**src/rtl/rcfp_pkg.sv**
```systemverilog
// ----------------------------------------------------------------------------
// rcfp_pkg
// Shared types and constants for the RC channel frame packer.
// ----------------------------------------------------------------------------
package rcfp_pkg;

  // Width of the raw channel value and of one frame byte.
  localparam int unsigned ChanValueW = 16;
  localparam int unsigned ByteW      = 8;

  // Packed channel width and its saturation limit.
  localparam int unsigned ChanBits   = 11;
  localparam logic [ChanValueW-1:0] ChanMax = 16'd2047;

  // Fixed frame bytes.
  localparam logic [ByteW-1:0] HeaderByte = 8'h0F;
  localparam logic [ByteW-1:0] FlagsByte  = 8'h00;

  // One input word produces at most this many bytes in one pass.
  localparam int unsigned MaxBytes = 4;
  localparam int unsigned CountW   = $clog2(MaxBytes + 1);

  // Default number of channels in one frame.
  localparam int unsigned NumChannelsDef = 16;

  // A group of bytes produced by one channel word, oldest in slot zero.
  typedef struct packed {
    logic [MaxBytes-1:0][ByteW-1:0] bytes;
    logic [MaxBytes-1:0]            last;
    logic [CountW-1:0]              count;
  } burst_t;

endpackage

```
**src/rtl/rcfp_intf.sv**
```systemverilog
// ----------------------------------------------------------------------------
// rcfp_intf
// Valid/ready channel interfaces for channel words and frame bytes.
// ----------------------------------------------------------------------------
interface rcfp_in_if;
  import rcfp_pkg::*;

  logic                  valid;
  logic                  ready;
  logic [ChanValueW-1:0] channel_value;

  modport source (output valid, output channel_value, input ready);
  modport sink   (input valid, input channel_value, output ready);
endinterface

interface rcfp_out_if;
  import rcfp_pkg::*;

  logic             valid;
  logic             ready;
  logic [ByteW-1:0] frame_byte;
  logic             end_of_frame;

  modport source (output valid, output frame_byte, output end_of_frame, input ready);
  modport sink   (input valid, input frame_byte, input end_of_frame, output ready);
endinterface

```
**src/rtl/rcfp_packer.sv**
```systemverilog
// ----------------------------------------------------------------------------
// rcfp_packer
// Input register, frame state and the single-pass byte assembly logic.
// ----------------------------------------------------------------------------
module rcfp_packer #(
  parameter int unsigned NumChannels = rcfp_pkg::NumChannelsDef
) (
  input  logic                             clk_i,
  input  logic                             rst_ni,
  input  logic                             in_valid_i,
  input  logic [rcfp_pkg::ChanValueW-1:0]  in_value_i,
  output logic                             in_ready_o,
  output rcfp_pkg::burst_t                 burst_o,
  output logic                             burst_valid_o,
  input  logic                             burst_ready_i
);
  import rcfp_pkg::*;

  localparam int unsigned IdxW = $clog2(NumChannels);
  localparam logic [IdxW-1:0] LastIdx = IdxW'(NumChannels - 1);
  localparam int unsigned NumCand = 7;

  // Input register.
  logic                  item_vld_q, item_vld_d;
  logic [ChanValueW-1:0] item_q;

  // Frame state.
  logic [IdxW-1:0]  idx_q, idx_d;
  logic [6:0]       acc_q, acc_d;
  logic [2:0]       held_q, held_d;
  logic [ByteW-1:0] sum_q, sum_d;
  logic             ckp_q, ckp_d;
  logic [ByteW-1:0] ckv_q, ckv_d;

  logic             take;
  logic [ChanBits-1:0] v_sat;
  logic [17:0]      wide;
  logic             two;
  logic [3:0]       sh0;
  logic [2:0]       sh1, rem;
  logic [ByteW-1:0] byte0, byte1, partial;
  logic [6:0]       acc_rem;
  logic             is_hdr, is_last, part_en;
  logic [ByteW-1:0] sum_new;

  logic [NumCand-1:0][ByteW-1:0] cand;
  logic [NumCand-1:0]            cand_en, cand_last;
  logic                          ck_defer;

  assign take          = item_vld_q && burst_ready_i;
  assign in_ready_o    = !item_vld_q || burst_ready_i;
  assign burst_valid_o = item_vld_q;
  assign item_vld_d    = (in_valid_i && in_ready_o) ? 1'b1 : (take ? 1'b0 : item_vld_q);

  // Bit packing of the saturated value behind the held bits.
  always_comb begin
    v_sat   = (item_q > ChanMax) ? ChanMax[ChanBits-1:0] : item_q[ChanBits-1:0];
    wide    = {acc_q, v_sat};
    two     = held_q >= 3'd5;
    sh0     = {1'b0, held_q} + 4'd3;
    sh1     = held_q - 3'd5;
    byte0   = 8'(wide >> sh0);
    byte1   = 8'(wide >> sh1);
    rem     = two ? (held_q - 3'd5) : (held_q + 3'd3);
    acc_rem = wide[6:0] & ((7'd1 << rem) - 7'd1);
    partial = 8'({acc_rem, 8'h00} >> rem);
    is_hdr  = idx_q == '0;
    is_last = idx_q == LastIdx;
    part_en = is_last && (rem != 3'd0);
    sum_new = sum_q + (is_hdr ? HeaderByte : 8'h00) + byte0 + (two ? byte1 : 8'h00)
              + (part_en ? partial : 8'h00);
  end

  // Ordered list of the bytes this word can cause.
  always_comb begin
    cand      = {sum_new, FlagsByte, partial, byte1, byte0, HeaderByte, ckv_q};
    cand_en   = {is_last, is_last, part_en, two, 1'b1, is_hdr, ckp_q};
    cand_last = 7'b1000001;
  end

  // Append the enabled bytes into the burst slots; a checksum that no longer
  // fits is held back for the next word.
  always_comb begin
    logic [CountW-1:0] cnt;
    cnt      = '0;
    ck_defer = 1'b0;
    burst_o  = '0;
    for (int i = 0; i < NumCand; i++) begin
      if (cand_en[i]) begin
        if (cnt != CountW'(MaxBytes)) begin
          burst_o.bytes[cnt[CountW-2:0]] = cand[i];
          burst_o.last[cnt[CountW-2:0]]  = cand_last[i];
          cnt = cnt + CountW'(1);
        end else begin
          ck_defer = 1'b1;
        end
      end
    end
    burst_o.count = cnt;
  end

  always_comb begin
    idx_d  = idx_q;
    acc_d  = acc_q;
    held_d = held_q;
    sum_d  = sum_q;
    ckp_d  = ckp_q;
    ckv_d  = ckv_q;
    if (take) begin
      ckp_d = 1'b0;
      if (is_last) begin
        idx_d  = '0;
        acc_d  = '0;
        held_d = '0;
        sum_d  = '0;
        ckp_d  = ck_defer;
        ckv_d  = sum_new;
      end else begin
        idx_d  = idx_q + IdxW'(1);
        acc_d  = acc_rem;
        held_d = rem;
        sum_d  = sum_new;
      end
    end
  end

  always_ff @(posedge clk_i or negedge rst_ni) begin
    if (!rst_ni) begin
      item_vld_q <= 1'b0;
      idx_q      <= '0;
      acc_q      <= '0;
      held_q     <= '0;
      sum_q      <= '0;
      ckp_q      <= 1'b0;
    end else begin
      item_vld_q <= item_vld_d;
      idx_q      <= idx_d;
      acc_q      <= acc_d;
      held_q     <= held_d;
      sum_q      <= sum_d;
      ckp_q      <= ckp_d;
    end
  end

  always_ff @(posedge clk_i) begin
    ckv_q <= ckv_d;
    if (in_valid_i && in_ready_o) begin
      item_q <= in_value_i;
    end
  end

endmodule

```
**src/rtl/rcfp_serializer.sv**
```systemverilog
// ----------------------------------------------------------------------------
// rcfp_serializer
// Holds one burst of bytes and sends it out one byte per cycle while the output is ready.
// ----------------------------------------------------------------------------
module rcfp_serializer (
  input  logic                         clk_i,
  input  logic                         rst_ni,
  input  rcfp_pkg::burst_t             burst_i,
  input  logic                         burst_valid_i,
  output logic                         burst_ready_o,
  output logic                         out_valid_o,
  input  logic                         out_ready_i,
  output logic [rcfp_pkg::ByteW-1:0]   out_byte_o,
  output logic                         out_last_o
);
  import rcfp_pkg::*;

  logic [MaxBytes-1:0][ByteW-1:0] bytes_q, bytes_d;
  logic [MaxBytes-1:0]            last_q, last_d;
  logic [CountW-1:0]              cnt_q, cnt_d;
  logic                           out_take;

  assign out_valid_o   = cnt_q != '0;
  assign out_byte_o    = bytes_q[0];
  assign out_last_o    = last_q[0];
  assign out_take      = out_valid_o && out_ready_i;
  assign burst_ready_o = (cnt_q == '0) || ((cnt_q == CountW'(1)) && out_ready_i);

  always_comb begin
    bytes_d = bytes_q;
    last_d  = last_q;
    cnt_d   = cnt_q;
    if (burst_valid_i && burst_ready_o) begin
      bytes_d = burst_i.bytes;
      last_d  = burst_i.last;
      cnt_d   = burst_i.count;
    end else if (out_take) begin
      for (int j = 0; j < MaxBytes - 1; j++) begin
        bytes_d[j] = bytes_q[j+1];
        last_d[j]  = last_q[j+1];
      end
      cnt_d = cnt_q - CountW'(1);
    end
  end

  always_ff @(posedge clk_i or negedge rst_ni) begin
    if (!rst_ni) begin
      cnt_q <= '0;
    end else begin
      cnt_q <= cnt_d;
    end
  end

  always_ff @(posedge clk_i) begin
    bytes_q <= bytes_d;
    last_q  <= last_d;
  end

endmodule

```
**src/rtl/rc_channel_frame_packer.sv**
```systemverilog
// ----------------------------------------------------------------------------
// rc_channel_frame_packer
// Packs 11-bit channel values into framed bytes: header, data, flags, checksum.
// ----------------------------------------------------------------------------
//
//   channel  direction  payload                         handshake
//   in_i     sink       channel_value[15:0]             valid / ready
//   out_o    source     frame_byte[7:0], end_of_frame   valid / ready
//
// One channel word is taken into an input register, packed in a single
// combinational pass and handed as a burst of one to four bytes to the output
// register, which sends one byte per cycle while the output is ready. With 16
// channels a frame has 25 bytes. The next word is accepted while the previous
// burst is still being sent. Reset clears all frame state, so the first word
// after reset starts a new frame. A stall on the output holds the current byte
// and backs up into the input register.
// ----------------------------------------------------------------------------
module rc_channel_frame_packer #(
  parameter int unsigned NumChannels = rcfp_pkg::NumChannelsDef
) (
  input logic         clk_i,
  input logic         rst_ni,
  rcfp_in_if.sink     in_i,
  rcfp_out_if.source  out_o
);
  import rcfp_pkg::*;

  // Burst handed from the packing stage to the output stage.
  burst_t burst;
  logic   burst_valid;
  logic   burst_ready;

  // The packer keeps the frame position, the held bits and the running sum.
  // A checksum that does not fit into the burst of the last channel is kept
  // back and leads the burst of the next word.
  rcfp_packer #(
    .NumChannels (NumChannels)
  ) u_packer (
    .clk_i         (clk_i),
    .rst_ni        (rst_ni),
    .in_valid_i    (in_i.valid),
    .in_value_i    (in_i.channel_value),
    .in_ready_o    (in_i.ready),
    .burst_o       (burst),
    .burst_valid_o (burst_valid),
    .burst_ready_i (burst_ready)
  );

  // The serializer is the output register of the block.
  rcfp_serializer u_serializer (
    .clk_i         (clk_i),
    .rst_ni        (rst_ni),
    .burst_i       (burst),
    .burst_valid_i (burst_valid),
    .burst_ready_o (burst_ready),
    .out_valid_o   (out_o.valid),
    .out_ready_i   (out_o.ready),
    .out_byte_o    (out_o.frame_byte),
    .out_last_o    (out_o.end_of_frame)
  );

endmodule

```
**src/flat_wrapper.sv**
```systemverilog
// flat-port wrapper written by rule: the top's interface ports become plain ports
module rc_channel_frame_packer_flat import rcfp_pkg::*;
#(
  parameter int unsigned NumChannels = rcfp_pkg::NumChannelsDef
)
  (clk_i, rst_ni, in_i_valid, in_i_channel_value, in_i_ready, out_o_valid, out_o_frame_byte, out_o_end_of_frame, out_o_ready);
  rcfp_in_if in_i_i ();
  rcfp_out_if out_o_i ();
  input logic clk_i;
  input logic rst_ni;
  input wire logic [$bits(in_i_i.valid)-1:0] in_i_valid;
  input wire logic [$bits(in_i_i.channel_value)-1:0] in_i_channel_value;
  output wire logic [$bits(in_i_i.ready)-1:0] in_i_ready;
  output wire logic [$bits(out_o_i.valid)-1:0] out_o_valid;
  output wire logic [$bits(out_o_i.frame_byte)-1:0] out_o_frame_byte;
  output wire logic [$bits(out_o_i.end_of_frame)-1:0] out_o_end_of_frame;
  input wire logic [$bits(out_o_i.ready)-1:0] out_o_ready;
  assign in_i_i.valid = in_i_valid;
  assign in_i_i.channel_value = in_i_channel_value;
  assign in_i_ready = in_i_i.ready;
  assign out_o_valid = out_o_i.valid;
  assign out_o_frame_byte = out_o_i.frame_byte;
  assign out_o_end_of_frame = out_o_i.end_of_frame;
  assign out_o_i.ready = out_o_ready;
  rc_channel_frame_packer #(.NumChannels(NumChannels)) u_core (.clk_i(clk_i), .rst_ni(rst_ni), .in_i(in_i_i), .out_o(out_o_i));
endmodule
```
**config.mk**
```make
export PLATFORM = sky130hd
export DESIGN_NAME = rc_channel_frame_packer_flat
export DESIGN_NICKNAME = d
export VERILOG_FILES = /design/src/rtl/rcfp_pkg.sv /design/src/rtl/rcfp_intf.sv /design/src/rtl/rcfp_packer.sv /design/src/rtl/rcfp_serializer.sv /design/src/rtl/rc_channel_frame_packer.sv /design/src/flat_wrapper.sv
export SDC_FILE = /design/constraint.sdc
export NUM_CORES = 1
export LEC_CHECK = 0
export BUFFER_PORTS_ARGS = -buffer_cell sky130_fd_sc_hd__clkbuf_2
export CAP_MARGIN = 15
export CORE_MARGIN = 5
export CORE_UTILIZATION = 50
export DETAILED_ROUTE_END_ITERATION = 7
export PLACE_DENSITY = 0.77
export SLEW_MARGIN = 30
export SYNTH_ARGS = -nofsm -noshare
export SYNTH_HDL_FRONTEND = slang
export SYNTH_SLANG_ARGS = --single-unit
```
**constraint.sdc**
```tcl
create_clock -name clk_i -period 6.1 [get_ports clk_i]
set_input_delay 0.305 -clock clk_i [delete_from_list [all_inputs] [get_ports clk_i]]
set_output_delay 0.305 -clock clk_i [all_outputs]
set_load 0.05 [all_outputs]
```
Word level (Yosys, flattened, before mapping) --
Cells that the tools add are included.
Storage, ports and cells: register bits after elaboration 87, input port bits 20, word-level logic and storage cells 175
Cells by class: add/sub/neg operators 16, $lt $le $gt $ge 14, equality and inequality tests 8, shifts and indexed selects 4, muxes and demuxes 80, bitwise gates (word level) 17, reductions and logical operators 21
Operator list (count):
- 36-bit 2-to-1 mux | 11
- 32-bit bitwise mux | 4
- 8-bit demux with 2-bit select | 6
- 8-bit 2-to-1 mux | 10
- 3-bit 2-to-1 mux | 17
- 24-bit 2-to-1 mux | 2
- 32-bit AND | 1
- 32-bit inverter | 1
- 8-bit adder | 3
- 1-bit 2-to-1 mux | 20
- 4-bit inverter | 5
- 3-bit by 1-bit adder with 3-bit output, second input constant | 6
- 2-bit by 3-bit less-than comparator with 1-bit output, second input constant | 6
- 3-bit != test, second input constant | 6
- 18-bit by 3-bit right shift with 8-bit output | 1
- 18-bit by 4-bit right shift with 8-bit output | 1
- 4-bit by 16-bit AND with 16-bit output | 1
- 4-bit AND | 4
- 16-bit by 11-bit greater-than comparator with 1-bit output, second input constant | 1
- 16-bit inverter | 1
- 4-bit by 16-bit bitwise OR with 16-bit output | 1
- 15-bit by 3-bit right shift with 8-bit output | 1
- 1-bit demux with 2-bit select | 6
- 2-bit by 1-bit >= comparator with 1-bit output, second input constant | 6
- other kinds (25) | 39

Depth between registers and ports, before layout --
Gate-level depths: netlist of the first run.
depth in word-level cells 24, mapped depth 27

Cells and area by module --
From an unflattened synthesis of the first run, not the netlist that was laid out.
Second synthesis, totals: cells, all modules 738, area total of the unflattened synthesis 7338.3 um^2
Modules (own cells, without submodules):
- rcfp_packer | instances 1, cells each 634, area each 5514.0 um^2
- rcfp_serializer | instances 1, cells each 104, area each 1824.2 um^2

Least setup slack after synthesis of the first run --
Ideal clock, no wire load.
kind flip-flop to flip-flop, start register u_core.u_packer.held_q[1], end register u_core.u_serializer.bytes_q[15] in the netlist's numbering, data pin, library setup time 0.268 ns, arrival 5.509 ns, data required time 5.832 ns, path slack 0.323 ns, cell stages (with the launch flop) 24, path buffers 4, clock period less this slack 5.777 ns, path through dfrtp_1 > buf_6 > clkbuf_1 > inv_1 > ha_1 > xor2_2 > buf_2 > buf_2 > nand2_1 > ha_1 > nor3_1 > a21oi_1 > or2_2 > o21ai_0 > and2_1 > fa_1 > ha_1 > ha_1 > inv_1 > o21ai_0 > o21ai_0 > xnor3_1 > xnor2_2 > o211ai_1
RTL lines:
- start: declaration | line rcfp_packer.sv:30 | logic [2:0] held_q, held_d;
- start signal: assignment | line rcfp_packer.sv:139 | held_q <= held_d;
- end signal: assignment | line rcfp_serializer.sv:55 | bytes_q <= bytes_d;
- end: declaration | line rcfp_serializer.sv:18 | logic [MaxBytes-1:0][ByteW-1:0] bytes_q, bytes_d;

==> impl_metrics.yaml, run 1 <==
status:
  outcome: "completed"
worst_setup_path:
  crit_required_ns: 6.19
  critPathCaptureType: "register"
  r2r-end: "u_core.u_serializer.bytes_q[15]"
  startpoint: "u_core.u_packer.held_q[1]"
  criticalPathCategory: "register to register"
  critPathMaxFanout: 7
  arrival_ns: 5.82
  r2r-start: "u_core.u_packer.held_q[1]"
  start_kind: "register"
  cp-endpoint: "u_core.u_serializer.bytes_q[15]"
  reg2reg_slack_ns: 0.37
  r2r_cells: 19
cts:
  clock_path_buffers: 2
  cts_sinks: 87
  path_clk_slew_ns: 0.07
  cts_hold_buf: 0
  numCtsBuffers: 9
  post_cts_buffers: 0
  cts_resized: 0
  root_buffer: "clkbuf_16"
  cts_tree: "done"
  h-tree-depth: 3
  clkLatencyLatePin_ns: 0.36
detailed_routing:
  viasPerCell: 6.659
  wl_um: 22220
  drc: 0
  drt_first_iter_violations: 1023
  vias: 6579
  wl_per_cell_um: 22.49
  drtAntennaViolNets: 0
  firstDrtPassIters: 6
final_layout:
  final_common_cell: "nand2_1"
  mostFrequentLayoutCells: "85 x nand2_1, 60 x edfxtp_1, 56 x a21oi_1"
  area_growth_syn_to_layout_pct: 7.930
  antenna_cells: 0
  drive_above_1_share: 0.1381
  fill_cells: 1325
  layout.nets: 874
timing:
  rsz0062_at_grt: "false"
  setup-tns-final_ns: 0
  hold_viol: 0
  finalCritPeriodShare: 0.9400
  relSlewSlack: 0.2944
  min_period_ns: 5.734
  drv_slew: 0
  tightest_slew_ns: 1.049
  fin_worst_skew_ns: 0.009049
  setup_viol: 0
  fmax_mhz: 174.4
floorplan:
  core_area_um2: 14480
  start_util: 0.5089
  fp.dieH_um: 131.4
  die_area_um2: 17260
  die_x_um: 131.4
  rows: 44
  io_pins: 31
synthesis:
  avgSynthCellArea_um2: 9.339
  syn_inst: 789
  synth-seq-cells: 87
  yosys.area_share.simple: 0.1515
  ys_async_sr_fraction: 0.3103
  synthAdderAreaFrac: 0.1107
  syn_nets: 864
  synth_edf_count: 60
  synth-seq-area-share: 0.3362
  synthMuxAreaShare: 0.08660
  synth_top_family_by_area: "compound AO/OA/AOI/OAI gates"
  synth-xor-area-share: 0.02411
  synth_compound_area_frac: 0.2262
  synth_top_flop_cell: "edfxtp_1"
  yosys_warnings: 0
  syn-cell-area_um2: 7368
  synth_cell_types: 76
placement:
  io_buffers: 30
  gp_congestion: 1.001
  dpl.hpwl_um: 16240
global_routing:
  grt_pass1_wl_um: 34840
  antenna_found_initial: 0
  gr-total-overflow: 0
  grt_pass1_vias: 6164
  grt_max_degree: 56
  track_usage: 0.2490
run:
  drv_cap: 0
hold_path:
  hold_path_class: "primary input to asynchronous set/reset pin"
cells in the mapped netlist (5+ instances only):
cell	number	area, um^2
fa_1	17	340.3
mux4_2	17	382.9
nor2_1	54	202.7
a221o_1	8	80.08
a22o_1	7	61.31
clkbuf_1	25	93.84
a211oi_1	13	97.59
ha_1	38	475.5
o21ai_0	50	250.2
and2_1	12	75.07
inv_1	52	195.2
mux2i_1	14	140.1
a21o_1	5	37.54
buf_2	15	75.07
xnor2_1	10	87.58
a22oi_1	8	60.06
a21oi_1	56	280.3
a221oi_1	9	78.83
nand2b_1	10	62.56
edfxtp_1	60	1802
o22ai_1	7	43.79
nor3_1	26	130.1
nor4_1	5	31.28
o211ai_1	15	112.6
nand3_1	19	95.09
nand2_1	86	322.8
o31ai_1	10	75.07
buf_4	8	60.06
a31oi_1	8	50.05
dfrtp_1	27	675.7
worst min path at each step:
stage | end | cells after the start | slack, ns
2_1_floorplan | u_core.u_packer.acc_q[0] | 0 | 0.009
3_3_place_gp | u_core.u_packer.ckp_q | 1 | 0.43
3_5_place_dp | u_core.u_packer.ckp_q | 1 | 0.43
4_1_cts | u_core.u_serializer.cnt_q[0] | 1 | 0.06
5_1_grt | u_core.u_packer.ckp_q | 1 | 0.1
6_report | u_core.u_packer.ckp_q | 1 | 0.05
kinds of logic after synthesis:
| kind of cell | Yosys count |
|---|---|
| buffers and inverters | 108 |
| multiplexers | 40 |
| flip-flops | 87 |
| AO/OA/AOI/OAI | 242 |
| AND/OR/NAND/NOR | 240 |
| adder cells (fa/ha/maj) | 55 |
| XOR/XNOR | 17 |
critical path: stages, from the launching register on:
cell      delay, ns
dfrtp_1        0.38
inv_1          0.24
ha_1           0.38
xor2_2         0.20
nand2_1        0.08
ha_1           0.29
nor3_1         0.21
a21oi_1        0.09
or2_2          0.32
o21ai_0        0.76
and2_1         0.28
fa_1           0.43
ha_1           0.31
ha_1           0.33
inv_1          0.05
o21ai_0        0.15
o21ai_0        0.10
xnor3_1        0.42
xnor2_2        0.31
o211ai_1       0.16
layer usage:
metal,GRT usage,routed length (um),vias up
li1,-,-,2949
met1,0.3435,8935,3144
met2,0.3950,10390,421
met3,0.04358,2140,65
met4,0.09257,756,0
met5,0,0,-
sequential cells by signal, summed over array words and instances, names as in the netlist:
register,cells
u_core.u_packer.acc_q,7
u_core.u_packer.burst_valid_o,1
u_core.u_packer.ckp_q,1
u_core.u_packer.ckv_q,8
u_core.u_packer.held_q,3
u_core.u_packer.idx_q,4
u_core.u_packer.item_q,16
u_core.u_packer.sum_q,8
u_core.u_serializer.bytes_q,24
u_core.u_serializer.cnt_q,3
u_core.u_serializer.last_q,4
u_core.u_serializer.out_byte_o,8
stage by stage:
stage          hold slack [ns]  instance area, um^2  cells    util  setup WS [ns]
4_1_cts                0.05535                 7953    988  0.5493         0.4433
6_report               0.04755                 7953    988  0.5493         0.3663
2_1_floorplan         0.009409                 7368    789       -         0.3229
3_3_place_gp            0.4315                 7646    972  0.5281         0.5498
3_5_place_dp            0.4326                 7646    972  0.5281         0.4672
5_1_grt                0.09989                 7953    988  0.5493        0.04573
area by class of cell:
type	count	area [um^2]	area share
multi-input cells	594	4417	0.5554
flip-flops and latches	87	2477	0.3115
repair buffers	52	315.3	0.03965
clock buffers	10	239.0	0.03005
well taps	184	230.2	0.02895
inverters	55	206.4	0.02596
clock inverters	6	67.56	0.008496
Power of run 1 is not shown: default switching activity piles up to over one toggle a cycle in this logic, so the estimate is an artifact.
==> run 2, diff against run 1 <==
- CORE_UTILIZATION: 50 -> 39
- PLACE_DENSITY: 0.77 -> 0.65
==> impl_metrics.yaml, run 2 (synthesized netlist as in run 1, its figures left out) <==
global_routing:
  gr-total-overflow: 0
  antenna_found_initial: 0
  busiest_layer: "met2"
  gr-usage-met1: 0.3039
  track_usage: 0.2142
  grt_pass1_vias: 6330
  grt_max_degree: 55
  grt_pass1_wl_um: 36570
  grtUsageMet3: 0.04476
  gr-usage-met2: 0.3286
timing:
  tightest_slew_ns: 0.9520
  fin_worst_skew_ns: 0.009524
  relSlewSlack: 0.3586
  fmax_mhz: 175.5
  min_period_ns: 5.699
  hold_viol: 0
  finalCritPeriodShare: 0.9343
  setup_slack_ns: 0.4005
  setup_viol: 0
  drv_slew: 0
detailed_routing:
  viasPerCell: 6.264
  firstDrtPassIters: 6
  wl_per_cell_um: 21.89
  wl_um: 22920
  drc: 0
  drtAntennaViolNets: 0
  drt_first_iter_violations: 819
  vias: 6558
worst_setup_path:
  criticalPathCategory: "register to register"
  start_kind: "register"
  r2r-start: "u_core.u_packer.idx_q[0]"
  critical_path_buf_inv_count: 5
  critPathMaxStageDelay_ns: 0.56
  r2r-end: "u_core.u_serializer.bytes_q[25]"
  crit_path_top_delay_cell: "ha_1"
  cp_top_family: "adder cells"
  arrival_ns: 5.79
  crit_required_ns: 6.19
  reg2reg_slack_ns: 0.40
  critPathCaptureType: "register"
  critPathMaxFanout: 14
  r2r_cells: 25
cts:
  h-tree-depth: 3
  path_clk_slew_ns: 0.07
  cts_tree: "done"
  root_buffer: "clkbuf_16"
  clkLatencyLatePin_ns: 0.36
  numCtsBuffers: 9
  clock_path_buffers: 2
  cts_sinks: 87
  cts_hold_buf: 0
final_layout:
  area_growth_syn_to_layout_pct: 9.611
  final_common_cell: "nand2_1"
  mostFrequentLayoutCells: "85 x nand2_1, 60 x edfxtp_1, 55 x a21oi_1"
  top_regs: "u_core.u_serializer.bytes_q x24, u_core.u_packer.item_q x16"
  drive_above_1_share: 0.1464
  regMostFlops: "u_core.u_serializer.bytes_q"
  layout.nets: 883
  stdcell_area_um2: 8077
  antenna_cells: 0
  fill_cells: 1861
  largest_reg_flops: 24
floorplan:
  rows: 50
  die_x_um: 147.5
  fp.dieH_um: 147.5
  io_pins: 31
  core_area_um2: 18640
  start_util: 0.3952
  die_area_um2: 21740
placement:
  gp_congestion: 0.9916
  io_buffers: 30
  dpl.hpwl_um: 16740
  postPlaceCellArea_um2: 7776
  dp_slack_ns: 0.3900
status:
  outcome: "completed"
hold_path:
  hold_path_class: "primary input to asynchronous set/reset pin"
run:
  drv_cap: 0
==> run 2: changes by cell type in the layout (fill, tap and decap cells not counted), sizes merged <==
cell      change
buf           +9
clkinvlp      -1
inv           -1
clkinv        +1
clkbuf        +1
==> run 2: repair_timing <==
action | 4_1_cts | 5_1_grt
gates resized for setup | 0 | 2
endpoints found under the hold margin | 0 | 0
setup endpoints to repair | 0 | 3
setup buffers | 0 | 0
==> run 2: routing by layer <==
metal  vias up  routed length, um
li1       2967                  -
met3        54               2342
met2       388              10240
met5         -                  0
met4         0                679
met1      3149               9658
==> run 2: how the worst max path moves through the flow <==
stage / slack (ns) / cells past startpoint / end / from
after floorplan: 0.32 / 23 / u_core.u_serializer.bytes_q[15] / u_core.u_packer.held_q[1]
after global placement: 0.43 / 22 / u_core.u_serializer.bytes_q[25] / u_core.u_packer.held_q[0]
after detailed placement: 0.39 / 22 / u_core.u_serializer.bytes_q[25] / u_core.u_packer.held_q[0]
after CTS: 0.36 / 22 / u_core.u_serializer.bytes_q[25] / u_core.u_packer.held_q[0]
after global routing: -0.03 / 25 / u_core.u_serializer.bytes_q[25] / u_core.u_packer.idx_q[0]
final: 0.40 / 25 / u_core.u_serializer.bytes_q[25] / u_core.u_packer.idx_q[0]
==> run 2: area by class of cell <==
| type | count | area (um^2) | area share |
|---|---|---|---|
| repair buffers | 61 | 386.6 | 0.04787 |
| inverters | 55 | 206.4 | 0.02556 |
| multi-input cells | 594 | 4420 | 0.5473 |
| well taps | 234 | 292.8 | 0.03625 |
| flip-flops and latches | 87 | 2477 | 0.3067 |
| clock buffers | 11 | 232.7 | 0.02881 |
| clock inverters | 5 | 60.06 | 0.007436 |
==> run 2: metrics by stage <==
step	std cells	setup TNS, ns	util	hold slack, ns
final	1047	0	0.4332	0.05130
after global routing	1047	-0.05666	0.4332	0.1089
after CTS	1047	0	0.4328	0.07391
after detailed placement	1031	0	0.4171	0.4578
after global placement	1031	0	0.4171	0.4521
after floorplan	789	0	-	0.009409
Power of run 2 is left out for the same reason.
